**src/hdl/assert_macros.svh**
```systemverilog
// Assertion helpers shared by the RTL; all sampled on aclk, idle in reset.
`ifndef ASSERT_MACROS_SVH
`define ASSERT_MACROS_SVH

// Condition must hold on every clock edge out of reset.
`define ASSERT_ALWAYS(label, cond, msg) \
    label: assert property (@(posedge aclk) disable iff (!aresetn) (cond)) else $error(msg);

// Consequent must hold in the same cycle as the antecedent.
`define ASSERT_IMPLIES(label, pre, post, msg) \
    label: assert property (@(posedge aclk) disable iff (!aresetn) (pre) |-> (post)) \
        else $error(msg);

// Consequent must hold in the cycle after the antecedent.
`define ASSERT_NEXT(label, pre, post, msg) \
    label: assert property (@(posedge aclk) disable iff (!aresetn) (pre) |=> (post)) \
        else $error(msg);

`endif

```
**src/hdl/ldr_pkg.sv**
```systemverilog
package ldr_pkg;

    // Input byte width and result length width.
    localparam int CH_W  = 8;
    localparam int LEN_W = 9;

    // Window length saturates here.
    localparam logic [LEN_W-1:0] LEN_MAX = '1;

    // Number of byte codes the fold table covers.
    localparam int CH_CODES = 1 << CH_W;

    // Stream data widths, whole bytes.
    localparam int S_TDATA_W = 8;
    localparam int M_TDATA_W = 24;

    typedef logic [LEN_W-1:0] len_t;

endpackage

```
**src/hdl/ldr_ram.sv**
```systemverilog
module ldr_ram #(
    parameter int WIDTH = 16,
    parameter int DEPTH = 256
) (
    input  logic                     clk,
    input  logic                     we,
    input  logic [$clog2(DEPTH)-1:0] waddr,
    input  logic [WIDTH-1:0]         wdata,
    input  logic                     re,
    input  logic [$clog2(DEPTH)-1:0] raddr,
    output logic [WIDTH-1:0]         rdata
);

    logic [WIDTH-1:0] mem [DEPTH];
    logic [WIDTH-1:0] rdata_reg;

    // Read returns the old contents on a same-address write.
    always_ff @(posedge clk) begin
        if (we) begin
            mem[waddr] <= wdata;
        end
        if (re) begin
            rdata_reg <= mem[raddr];
        end
    end

    assign rdata = rdata_reg;

endmodule

```
**src/hdl/longest_distinct_run_length_core.sv**
```systemverilog
// Channel | Ports                     | Contents
// input   | s_tvalid/s_tready/s_tdata | tdata[7:0] ch; tuser first (starts a new string)
// result  | m_tvalid/m_tready/m_tdata | tdata[8:0] window_len, [17:9] best_len; tuser overflow
//
// One result per input byte; a byte may be taken on every cycle.
// An input transaction reaches its result through the registered read of the
// last-seen table, then the window update into the result register.
// A repeat of the previous byte's symbol is served from a bypass register.
// Synchronous active-low reset; the block then behaves as if a string began.
// A stalled result holds the update stage; input is taken once it can move.
`include "assert_macros.svh"

module longest_distinct_run_length_core #(
    parameter int POS_BITS = 16,
    parameter int ALPHABET = 256
) (
    input  logic                              aclk,
    input  logic                              aresetn,
    input  logic                              s_tvalid,
    output logic                              s_tready,
    input  logic [ldr_pkg::S_TDATA_W-1:0]     s_tdata,  // [7:0] ch
    input  logic                              s_tuser,  // [0] first
    output logic                              m_tvalid,
    input  logic                              m_tready,
    output logic [ldr_pkg::M_TDATA_W-1:0]     m_tdata,  // [8:0] window_len, [17:9] best_len
    output logic                              m_tuser   // [0] overflow
);

    localparam int SYM_W = $clog2(ALPHABET);
    localparam int CAND_W = POS_BITS + 1;

    // Fold of every byte code onto the alphabet.
    logic [SYM_W-1:0] fold_tbl [ldr_pkg::CH_CODES];

    for (genvar i = 0; i < ldr_pkg::CH_CODES; i++) begin : g_fold
        assign fold_tbl[i] = SYM_W'(i % ALPHABET);
    end

    // Read stage.
    logic                 s1_valid_reg, s1_valid_next;
    logic [SYM_W-1:0]     s1_sym_reg;
    logic                 s1_first_reg;

    // String state.
    logic [POS_BITS-1:0]  pos_reg, pos_next;
    logic [POS_BITS-1:0]  ws_reg, ws_next;
    ldr_pkg::len_t        best_reg, best_next;
    logic                 ovf_reg, ovf_next;
    logic [ALPHABET-1:0]  seen_reg, seen_next;

    // Last table write, for a read issued in the same cycle.
    logic                 byp_valid_reg;
    logic [SYM_W-1:0]     byp_sym_reg;
    logic [POS_BITS-1:0]  byp_pos_reg;

    // Result register.
    logic                 out_valid_reg, out_valid_next;
    ldr_pkg::len_t        out_wlen_reg, out_best_reg;
    logic                 out_ovf_reg;

    logic                 s_accept;
    logic                 advance;
    logic [SYM_W-1:0]     sym_in;
    logic [POS_BITS-1:0]  ram_rdata;
    logic [POS_BITS-1:0]  last_pos;
    logic                 seen_hit;
    logic [POS_BITS-1:0]  pos_eff;
    logic [POS_BITS-1:0]  ws_eff;
    ldr_pkg::len_t        best_eff;
    logic                 ovf_eff;
    logic [CAND_W-1:0]    cand;
    logic [POS_BITS-1:0]  diff;
    logic [CAND_W-1:0]    wlen_full;
    ldr_pkg::len_t        wlen;

    assign advance  = s1_valid_reg && (!out_valid_reg || m_tready);
    assign s_tready = !s1_valid_reg || advance;
    assign s_accept = s_tvalid && s_tready;
    assign sym_in   = fold_tbl[s_tdata[ldr_pkg::CH_W-1:0]];

    ldr_ram #(
        .WIDTH (POS_BITS),
        .DEPTH (ALPHABET)
    ) u_last_seen (
        .clk   (aclk),
        .we    (advance),
        .waddr (s1_sym_reg),
        .wdata (pos_eff),
        .re    (s_accept),
        .raddr (sym_in),
        .rdata (ram_rdata)
    );

    // Window update for the byte in the read stage.
    always_comb begin
        pos_eff  = s1_first_reg ? '0 : pos_reg;
        ws_eff   = s1_first_reg ? '0 : ws_reg;
        best_eff = s1_first_reg ? '0 : best_reg;
        ovf_eff  = s1_first_reg ? 1'b0 : ovf_reg;
        seen_hit = !s1_first_reg && seen_reg[s1_sym_reg];
        last_pos = (byp_valid_reg && (byp_sym_reg == s1_sym_reg)) ? byp_pos_reg : ram_rdata;
        cand     = {1'b0, last_pos} + CAND_W'(1);

        ws_next = ws_eff;
        // Move the start past the earlier occurrence, never backwards.
        if (seen_hit && (cand > {1'b0, ws_eff})) begin
            ws_next = cand[POS_BITS-1:0];
        end

        diff      = pos_eff - ws_next;
        wlen_full = {1'b0, diff} + CAND_W'(1);
        if (wlen_full > CAND_W'(ldr_pkg::LEN_MAX)) begin
            wlen = ldr_pkg::LEN_MAX;
        end else begin
            wlen = ldr_pkg::LEN_W'(wlen_full);
        end

        best_next = (wlen > best_eff) ? wlen : best_eff;
        pos_next  = pos_eff + POS_BITS'(1);
        ovf_next  = ovf_eff || (pos_next == '0);

        seen_next = s1_first_reg ? '0 : seen_reg;
        seen_next[s1_sym_reg] = 1'b1;
    end

    always_comb begin
        s1_valid_next = s1_valid_reg;
        if (s_accept) begin
            s1_valid_next = 1'b1;
        end else if (advance) begin
            s1_valid_next = 1'b0;
        end

        out_valid_next = out_valid_reg;
        if (advance) begin
            out_valid_next = 1'b1;
        end else if (m_tready) begin
            out_valid_next = 1'b0;
        end
    end

    always_ff @(posedge aclk) begin
        if (!aresetn) begin
            s1_valid_reg  <= 1'b0;
            out_valid_reg <= 1'b0;
            byp_valid_reg <= 1'b0;
            pos_reg       <= '0;
            ws_reg        <= '0;
            best_reg      <= '0;
            ovf_reg       <= 1'b0;
            seen_reg      <= '0;
        end else begin
            s1_valid_reg  <= s1_valid_next;
            out_valid_reg <= out_valid_next;
            if (advance) begin
                byp_valid_reg <= 1'b1;
                pos_reg       <= pos_next;
                ws_reg        <= ws_next;
                best_reg      <= best_next;
                ovf_reg       <= ovf_next;
                seen_reg      <= seen_next;
            end
        end
    end

    always_ff @(posedge aclk) begin
        if (s_accept) begin
            s1_sym_reg   <= sym_in;
            s1_first_reg <= s_tuser;
        end
        if (advance) begin
            byp_sym_reg  <= s1_sym_reg;
            byp_pos_reg  <= pos_eff;
            out_wlen_reg <= wlen;
            out_best_reg <= best_next;
            out_ovf_reg  <= ovf_eff;
        end
    end

    assign m_tvalid = out_valid_reg;
    assign m_tdata  = {{(ldr_pkg::M_TDATA_W - 2 * ldr_pkg::LEN_W){1'b0}},
                       out_best_reg, out_wlen_reg};
    assign m_tuser  = out_ovf_reg;

    `ASSERT_IMPLIES(a_wlen_le_best, out_valid_reg, out_wlen_reg <= out_best_reg, "window above best")
    `ASSERT_IMPLIES(a_wlen_nonzero, out_valid_reg, out_wlen_reg != '0, "empty window reported")
    `ASSERT_NEXT(a_first_fresh, advance && s1_first_reg, out_wlen_reg == ldr_pkg::LEN_W'(1) && out_best_reg == ldr_pkg::LEN_W'(1) && !out_ovf_reg, "new string not restarted")
    `ASSERT_NEXT(a_seen_set, advance, seen_reg[$past(s1_sym_reg)], "seen mark not set")

endmodule

```
**config.mk**
```make
export PLATFORM = sky130hd
export DESIGN_NAME = longest_distinct_run_length_core
export DESIGN_NICKNAME = d
export VERILOG_FILES = /design/src/hdl/ldr_pkg.sv /design/src/hdl/ldr_ram.sv /design/src/hdl/longest_distinct_run_length_core.sv
export VERILOG_INCLUDE_DIRS = /design/src /design/src/hdl
export SDC_FILE = /design/constraint.sdc
export NUM_CORES = 2
export LEC_CHECK = 0
export BUFFER_PORTS_ARGS = -buffer_cell sky130_fd_sc_hd__buf_2
export CAP_MARGIN = 20
export CORE_ASPECT_RATIO = 1.4
export CORE_UTILIZATION = 33
export CTS_CLUSTER_SIZE = 30
export DETAILED_ROUTE_END_ITERATION = 12
export GPL_TIMING_DRIVEN = 0
export SYNTH_ARGS = -nofsm -noshare
export SYNTH_HDL_FRONTEND = slang
export SYNTH_SLANG_ARGS = --single-unit
```
**constraint.sdc**
```tcl
create_clock -name aclk -period 14.49 [get_ports aclk]
set_input_delay 2.898 -clock aclk [delete_from_list [all_inputs] [get_ports aclk]]
set_output_delay 2.898 -clock aclk [all_outputs]
set_load 0.01 [all_outputs]
```
# == Word level (Yosys, flattened, before mapping) ==
# Memories as Yosys holds them, arrays and structs flattened. A register that Yosys moved wholly into a read port is not among the register bits.
# Cells that the tools add are included.
# classes
n_reduce_logical,15
n_eq_ne,1
n_lt_le_gt_ge,6
bitwise_logic,2
mux,21
n_addsub,4
# ops
cell,count
$mux 256,1
$or 256x256->256,1
$mux 16,4
$add 16x1->17 const B,2
$mux 9,3
$gt 17x16->1,1
$gt 17x9->1 const B,1
$add 16x1->16 const B,1
$logic_not 16->1,1
$mux 8,2
$sub 16x16->16,1
$ge 9x9->1 const B,1
$gt 9x9->1,1
$lt 8x9->1 const B,1
$mux 1,9
$not 8->9,1
$bmux 1 s8,1
$demux 1 s8,1
$eq 8x8->1,1
$ge 8x1->1 const B,1
$logic_and 1x1->1,6
$reduce_bool 2->1,2
$logic_not 1->1,3
$logic_or 1x1->1,3
# totals
mem_bits_ro,2048
mem_count,2
inputBits,13
ram_bits,4096
output_inout_bits,27
register_bits,353
elab_cells,66
# memory_table
memory,depth,width,rd,rd_clocked_by_memory_dff,write_ports,line_no,text
u_last_seen.mem,256,16,1,1,1,ldr_ram.sv:14,logic [WIDTH-1:0] mem [DEPTH];
(name not given),256,8,1,0,0,longest_distinct_run_length_core.sv:79,assign sym_in = fold_tbl[s_tdata[ldr_pkg::CH_W-1:0]];

# == Depth between registers and ports, before layout ==
# depth
depth_word,13
ltp_mapped,49
ltp_nobuf,42

# == Cells and area by module ==
# Synthesis repeated with hierarchy kept, for this count alone.
# hier_totals
cells_unflattened,9250
hier_area_um2,177376.4
# modules_own_cells
module,cells_each,seq_area_each_um2,area_each_um2,instances
ldr_ram,7360,123478.4,158874.9,1
longest_distinct_run_length_core,1890,7587.3,18501.5,1

# == Worst setup path before layout ==
# OpenSTA, ideal clock, no wires.
# synth_timing
path_kind,register to register
from,register s1_first_reg
to,"register out_best_reg[0], data pin"
synth_period_minus_slack_ps,13334
setup_time_ps,273
t_required_ps,14217
path_buffers,5
stages_incl_launch_ff,29
arrival_ps,13061
path_slack_ps,1156
cell_sequence,edfxtp_1 -> clkbuf_1 -> buf_1 -> clkbuf_1 -> nor2b_1 -> fa_1 -> nand3_1 -> and2_1 -> xnor2_1 -> nand4b_1 -> nand4bb_1 -> nor3_1 -> nand4_1 -> a211o_1 -> nor4b_2 -> inv_1 -> ha_1 -> nor2b_1 -> o21a_1 -> o21a_1 -> o21a_1 -> o21a_1 -> o21ai_0 -> a211oi_1 -> or2_2 -> buf_1 -> clkbuf_1 -> nor2_1 -> a21oi_1
# synth_between
word_cells_on_any_way,14
cone_classes,add/sub: 2; order compare: 3; mux: 6; reduce/logical: 3
# synth_lines
item,line_no,text
from (decl),longest_distinct_run_length_core.sv:42,logic s1_first_reg;
from (signal assigned),longest_distinct_run_length_core.sv:169,s1_first_reg <= s_tuser;
$mux 16 (*),longest_distinct_run_length_core.sv:96,pos_eff = s1_first_reg ? '0 : pos_reg;
net pos_eff[1],longest_distinct_run_length_core.sv:67,logic [POS_BITS-1:0] pos_eff;
$sub 16x16->16 (*),longest_distinct_run_length_core.sv:110,diff = pos_eff - ws_next;
$add 16x1->17 (*),longest_distinct_run_length_core.sv:111,"wlen_full = {1'b0, diff} + CAND_W'(1);"
$gt 17x9->1,longest_distinct_run_length_core.sv:112,if (wlen_full > CAND_W'(ldr_pkg::LEN_MAX)) begin
$mux 9 (*),longest_distinct_run_length_core.sv:112,
net wlen[1],longest_distinct_run_length_core.sv:74,ldr_pkg::len_t wlen;
$gt 9x9->1 (*),longest_distinct_run_length_core.sv:118,best_next = (wlen > best_eff) ? wlen : best_eff;
$mux 9 (*),longest_distinct_run_length_core.sv:118,
net best_next[0],longest_distinct_run_length_core.sv:47,"ldr_pkg::len_t best_reg, best_next;"
to (signal assigned),longest_distinct_run_length_core.sv:175,out_best_reg <= best_next;
to (decl),longest_distinct_run_length_core.sv:58,"ldr_pkg::len_t out_wlen_reg, out_best_reg;"
# The timed path passes the listed nets; every way through them passes the cells marked *.
# A chain may end at the register's enable or synchronous reset.

# == Worst setup path in the final report ==
# layout_timing
from,register s1_sym_reg[4]
to,"register out_best_reg[6], data pin"
# layout_between
elab_chain_len,13
word_cells_on_any_way,16
cone_classes,add/sub: 3; order compare: 3; eq/ne: 1; mux: 6; reduce/logical: 3
# layout_lines
item,line_no,text
from (decl),longest_distinct_run_length_core.sv:41,logic [SYM_W-1:0] s1_sym_reg;
from (signal assigned),longest_distinct_run_length_core.sv:168,s1_sym_reg <= sym_in;
$eq 8x8->1,longest_distinct_run_length_core.sv:101,last_pos = (byp_valid_reg && (byp_sym_reg == s1_sym_reg)) ? byp_pos_reg : ram_rdata;
$logic_and 1x1->1,longest_distinct_run_length_core.sv:101,
$mux 16,longest_distinct_run_length_core.sv:101,
$add 16x1->17,longest_distinct_run_length_core.sv:102,"cand = {1'b0, last_pos} + CAND_W'(1);"
$gt 17x16->1,longest_distinct_run_length_core.sv:106,"if (seen_hit && (cand > {1'b0, ws_eff})) begin"
$logic_and 1x1->1,longest_distinct_run_length_core.sv:106,
$mux 16 (*),longest_distinct_run_length_core.sv:106,
net ws_next[0],longest_distinct_run_length_core.sv:46,"logic [POS_BITS-1:0] ws_reg, ws_next;"
$sub 16x16->16 (*),longest_distinct_run_length_core.sv:110,
$add 16x1->17 (*),longest_distinct_run_length_core.sv:111,
$gt 17x9->1,longest_distinct_run_length_core.sv:112,
$mux 9 (*),longest_distinct_run_length_core.sv:112,
net wlen[1],longest_distinct_run_length_core.sv:74,
$gt 9x9->1 (*),longest_distinct_run_length_core.sv:118,
$mux 9 (*),longest_distinct_run_length_core.sv:118,
net best_next[6],longest_distinct_run_length_core.sv:47,
# The timed path passes the listed nets; every way through them passes the cells marked *. The select of a mux whose other input is x is not followed.

==> out/metrics.cfg <==
[run]
drv_cap=0

[global_route]
grt_pass1_wl_um=707300
antenna_found_initial=42
grt_overflow=0
track_usage_pct=19.14
grt_pass1_vias=89281
grt_max_degree=50

[routing]
drt_iter0_markers=10448
wl_um=512300
firstDrtPassIters=11
post_drt_wl_per_cell_um=31.89
antenna_left=0
drc=21
vias=86810
avgViaCountPerCell=5.404

[placement]
place_hpwl_um=375100
pre_cts_ws_ns=1.509
gp_congestion=0.9667
port_buffers=33

[sta]
post-route-min-period_ns=13.17
fin_crit_sh_pct=90.87
maxSlewHeadroom_pct=19.90
setup-violations-final=0
fin_skew_ns=0.06408
setup_tns_ns=0
whs_ns=0.4480
max_freq_mhz=75.95
slew_viol_final=0
rsz0062_at_grt=no
setup_slack_ns=1.323
finalHoldViolations=0
tightest_slew_ns=1.202

[logic_synthesis]
avgSynthCellArea_um2=21.98
synthTopCellsByArea=edfxtp_1, mux4_2, dfxtp_1, nor2_1, a21oi_1
yosys.area.top_type=edfxtp_1
synthDistinctLibCells=78
ys_ff_latch=4465
synth.most_common_cell=edfxtp_1
yosysSeqAreaShare_pct=75.74
synthFlopType=edfxtp_1
async_reset_ff_share_pct=0
synth_enable_flop_cells=4164
netlist_top_cells_count=edfxtp_1, mux4_2, nor2_1
netlist_area_mm2=0.1730
netlist_instances=7872
synth_top_area_share_pct=72.26
yosysWarnings=0

[cells_and_area]
fillerInstances=45698
nNetsFinal=8802
drive_gt1_share_pct=31.30
syn2layout_area_growth_pct=18.04
largest_reg_flops=4096

[clock_network]
cts_root_buffer=clkbuf_16
clock_path_buffers=4
postCtsHoldBufs=0
clock_latency_ns=0.98
numCtsBuffers=403
clock-sinks=4465
cts_tree=built
h-tree-depth=5
clk_transition_reported_paths_ns=0.07
cts_setup_buffers=0
cts-resized-gates=0

[critical_path]
cp.depth=47
crit_fanout=10
startpoint_type=register
slowest_delay_ns=0.51
crit_type=reg2reg
worst_path_max_delay_cell=clkbuf_1
cp_top_family=simple AND/OR/NAND/NOR gates
critPathCaptureType=register
worst-path-buf-inv=9
cp.required_ns=15.17
crit_arrival_ns=13.85
r2r_cells=47

[worst_hold_path]
hold_depth=0
hold_class=reg2reg

[floorplan]
die-area_mm2=0.5273
initial_core_util_pct=33.14
io_pins=40
die_y_um=858.8
die-width_um=614.0
std_cell_rows=314
core_area_mm2=0.5221

[pwr]
irDropWorstVdd_mv=0.08824
power.total_w=0.02558
p_per_area_mw_per_mm2=125.2
p_leak_nw=68.02

[status]
status=complete, but fails checks
violations=DRC

-- per-stage QoR --
step	instance area, um^2	utilization (%)	cells
final	204300	39.12	16065
after global routing	204200	39.11	16045
after CTS	203900	39.06	16010
after detailed placement	191000	36.58	15275
after global placement	181900	34.84	14862
after floorplan	173100	-	7877
-- placed cells by master (no fill, tap or decap), types with 86 or more instances in the layout --
cell,instances
nand2_1,102
nor2_2,239
clkinv_1,86
edfxtp_1,4164
buf_8,193
buf_1,94
nor2_1,329
buf_16,112
dfxtp_1,301
buf_12,118
mux4_2,1414
clkbuf_1,362
clkbuf_16,407
a21oi_1,298
-- where the power goes --
part	switching (W)	total [W]	internal, W
Clock	0.00480	0.0106	0.00585
Combinational	0.000638	0.000983	0.000345
Sequential	0.0000150	0.0139	0.0139
-- worst register-to-register path: cells and delay by family, from the launching register on --
family / cells / cell delay [ns]
and+or+nand+nor: 14 / 3.24
buffers and inverters: 9 / 3.09
adders and majority gates: 5 / 1.58
AOI/OAI and AO/OA: 14 / 3.07
xor gates and xnor gates: 3 / 0.67
DFF: 1 / 0.47
muxes: 2 / 0.73
-- metal layers --
metal / up-vias / GRT usage, % / share of wire, %
li1: 34861 / - / -
met1: 46898 / 21.68 / 34
met2: 3967 / 33.63 / 52
met3: 1076 / 3.165 / 6.9
met4: 8 / 11.80 / 6.9
met5: - / 0 / 0.010
-- path summary, 6_finish.rpt --
| path | to | slack, ns | startpoint |
|---|---|---|---|
| worst max-delay path | out_best_reg[6] | 1.32 | s1_sym_reg[4] |
| worst min-delay path | byp_sym_reg[2] | 0.45 | s1_sym_reg[2] |
| worst max register to register | out_best_reg[6] | 1.32 | s1_sym_reg[4] |
| worst min register to register | byp_sym_reg[2] | 0.45 | s1_sym_reg[2] |
-- cells by family after synthesis --
family | Yosys count | synth area share (%)
compound gates | 458 | 1.521
xor+xnor | 55 | 0.3087
fa+ha+maj | 45 | 0.3297
buf+inv | 489 | 1.101
flops | 4465 | 75.74
mux | 1478 | 18.79
other cells | 1 | 0.002167
simple gates | 881 | 2.212
-- layout make-up --
class | instances | area, um^2 | share of cell area [%]
flip-flops and latches | 4465 | 131100 | 64.16
well taps | 6952 | 8698 | 4.258
clock buffers | 492 | 10600 | 5.187
diodes | 39 | 97.59 | 0.04778
clock inverters | 243 | 2320 | 1.136
repair buffers | 462 | 8576 | 4.198
inverters | 29 | 108.9 | 0.05329
multi-input cells | 2923 | 40940 | 20.04
plain buffers | 460 | 1859 | 0.9102
Power figures use the tool's default switching activity.
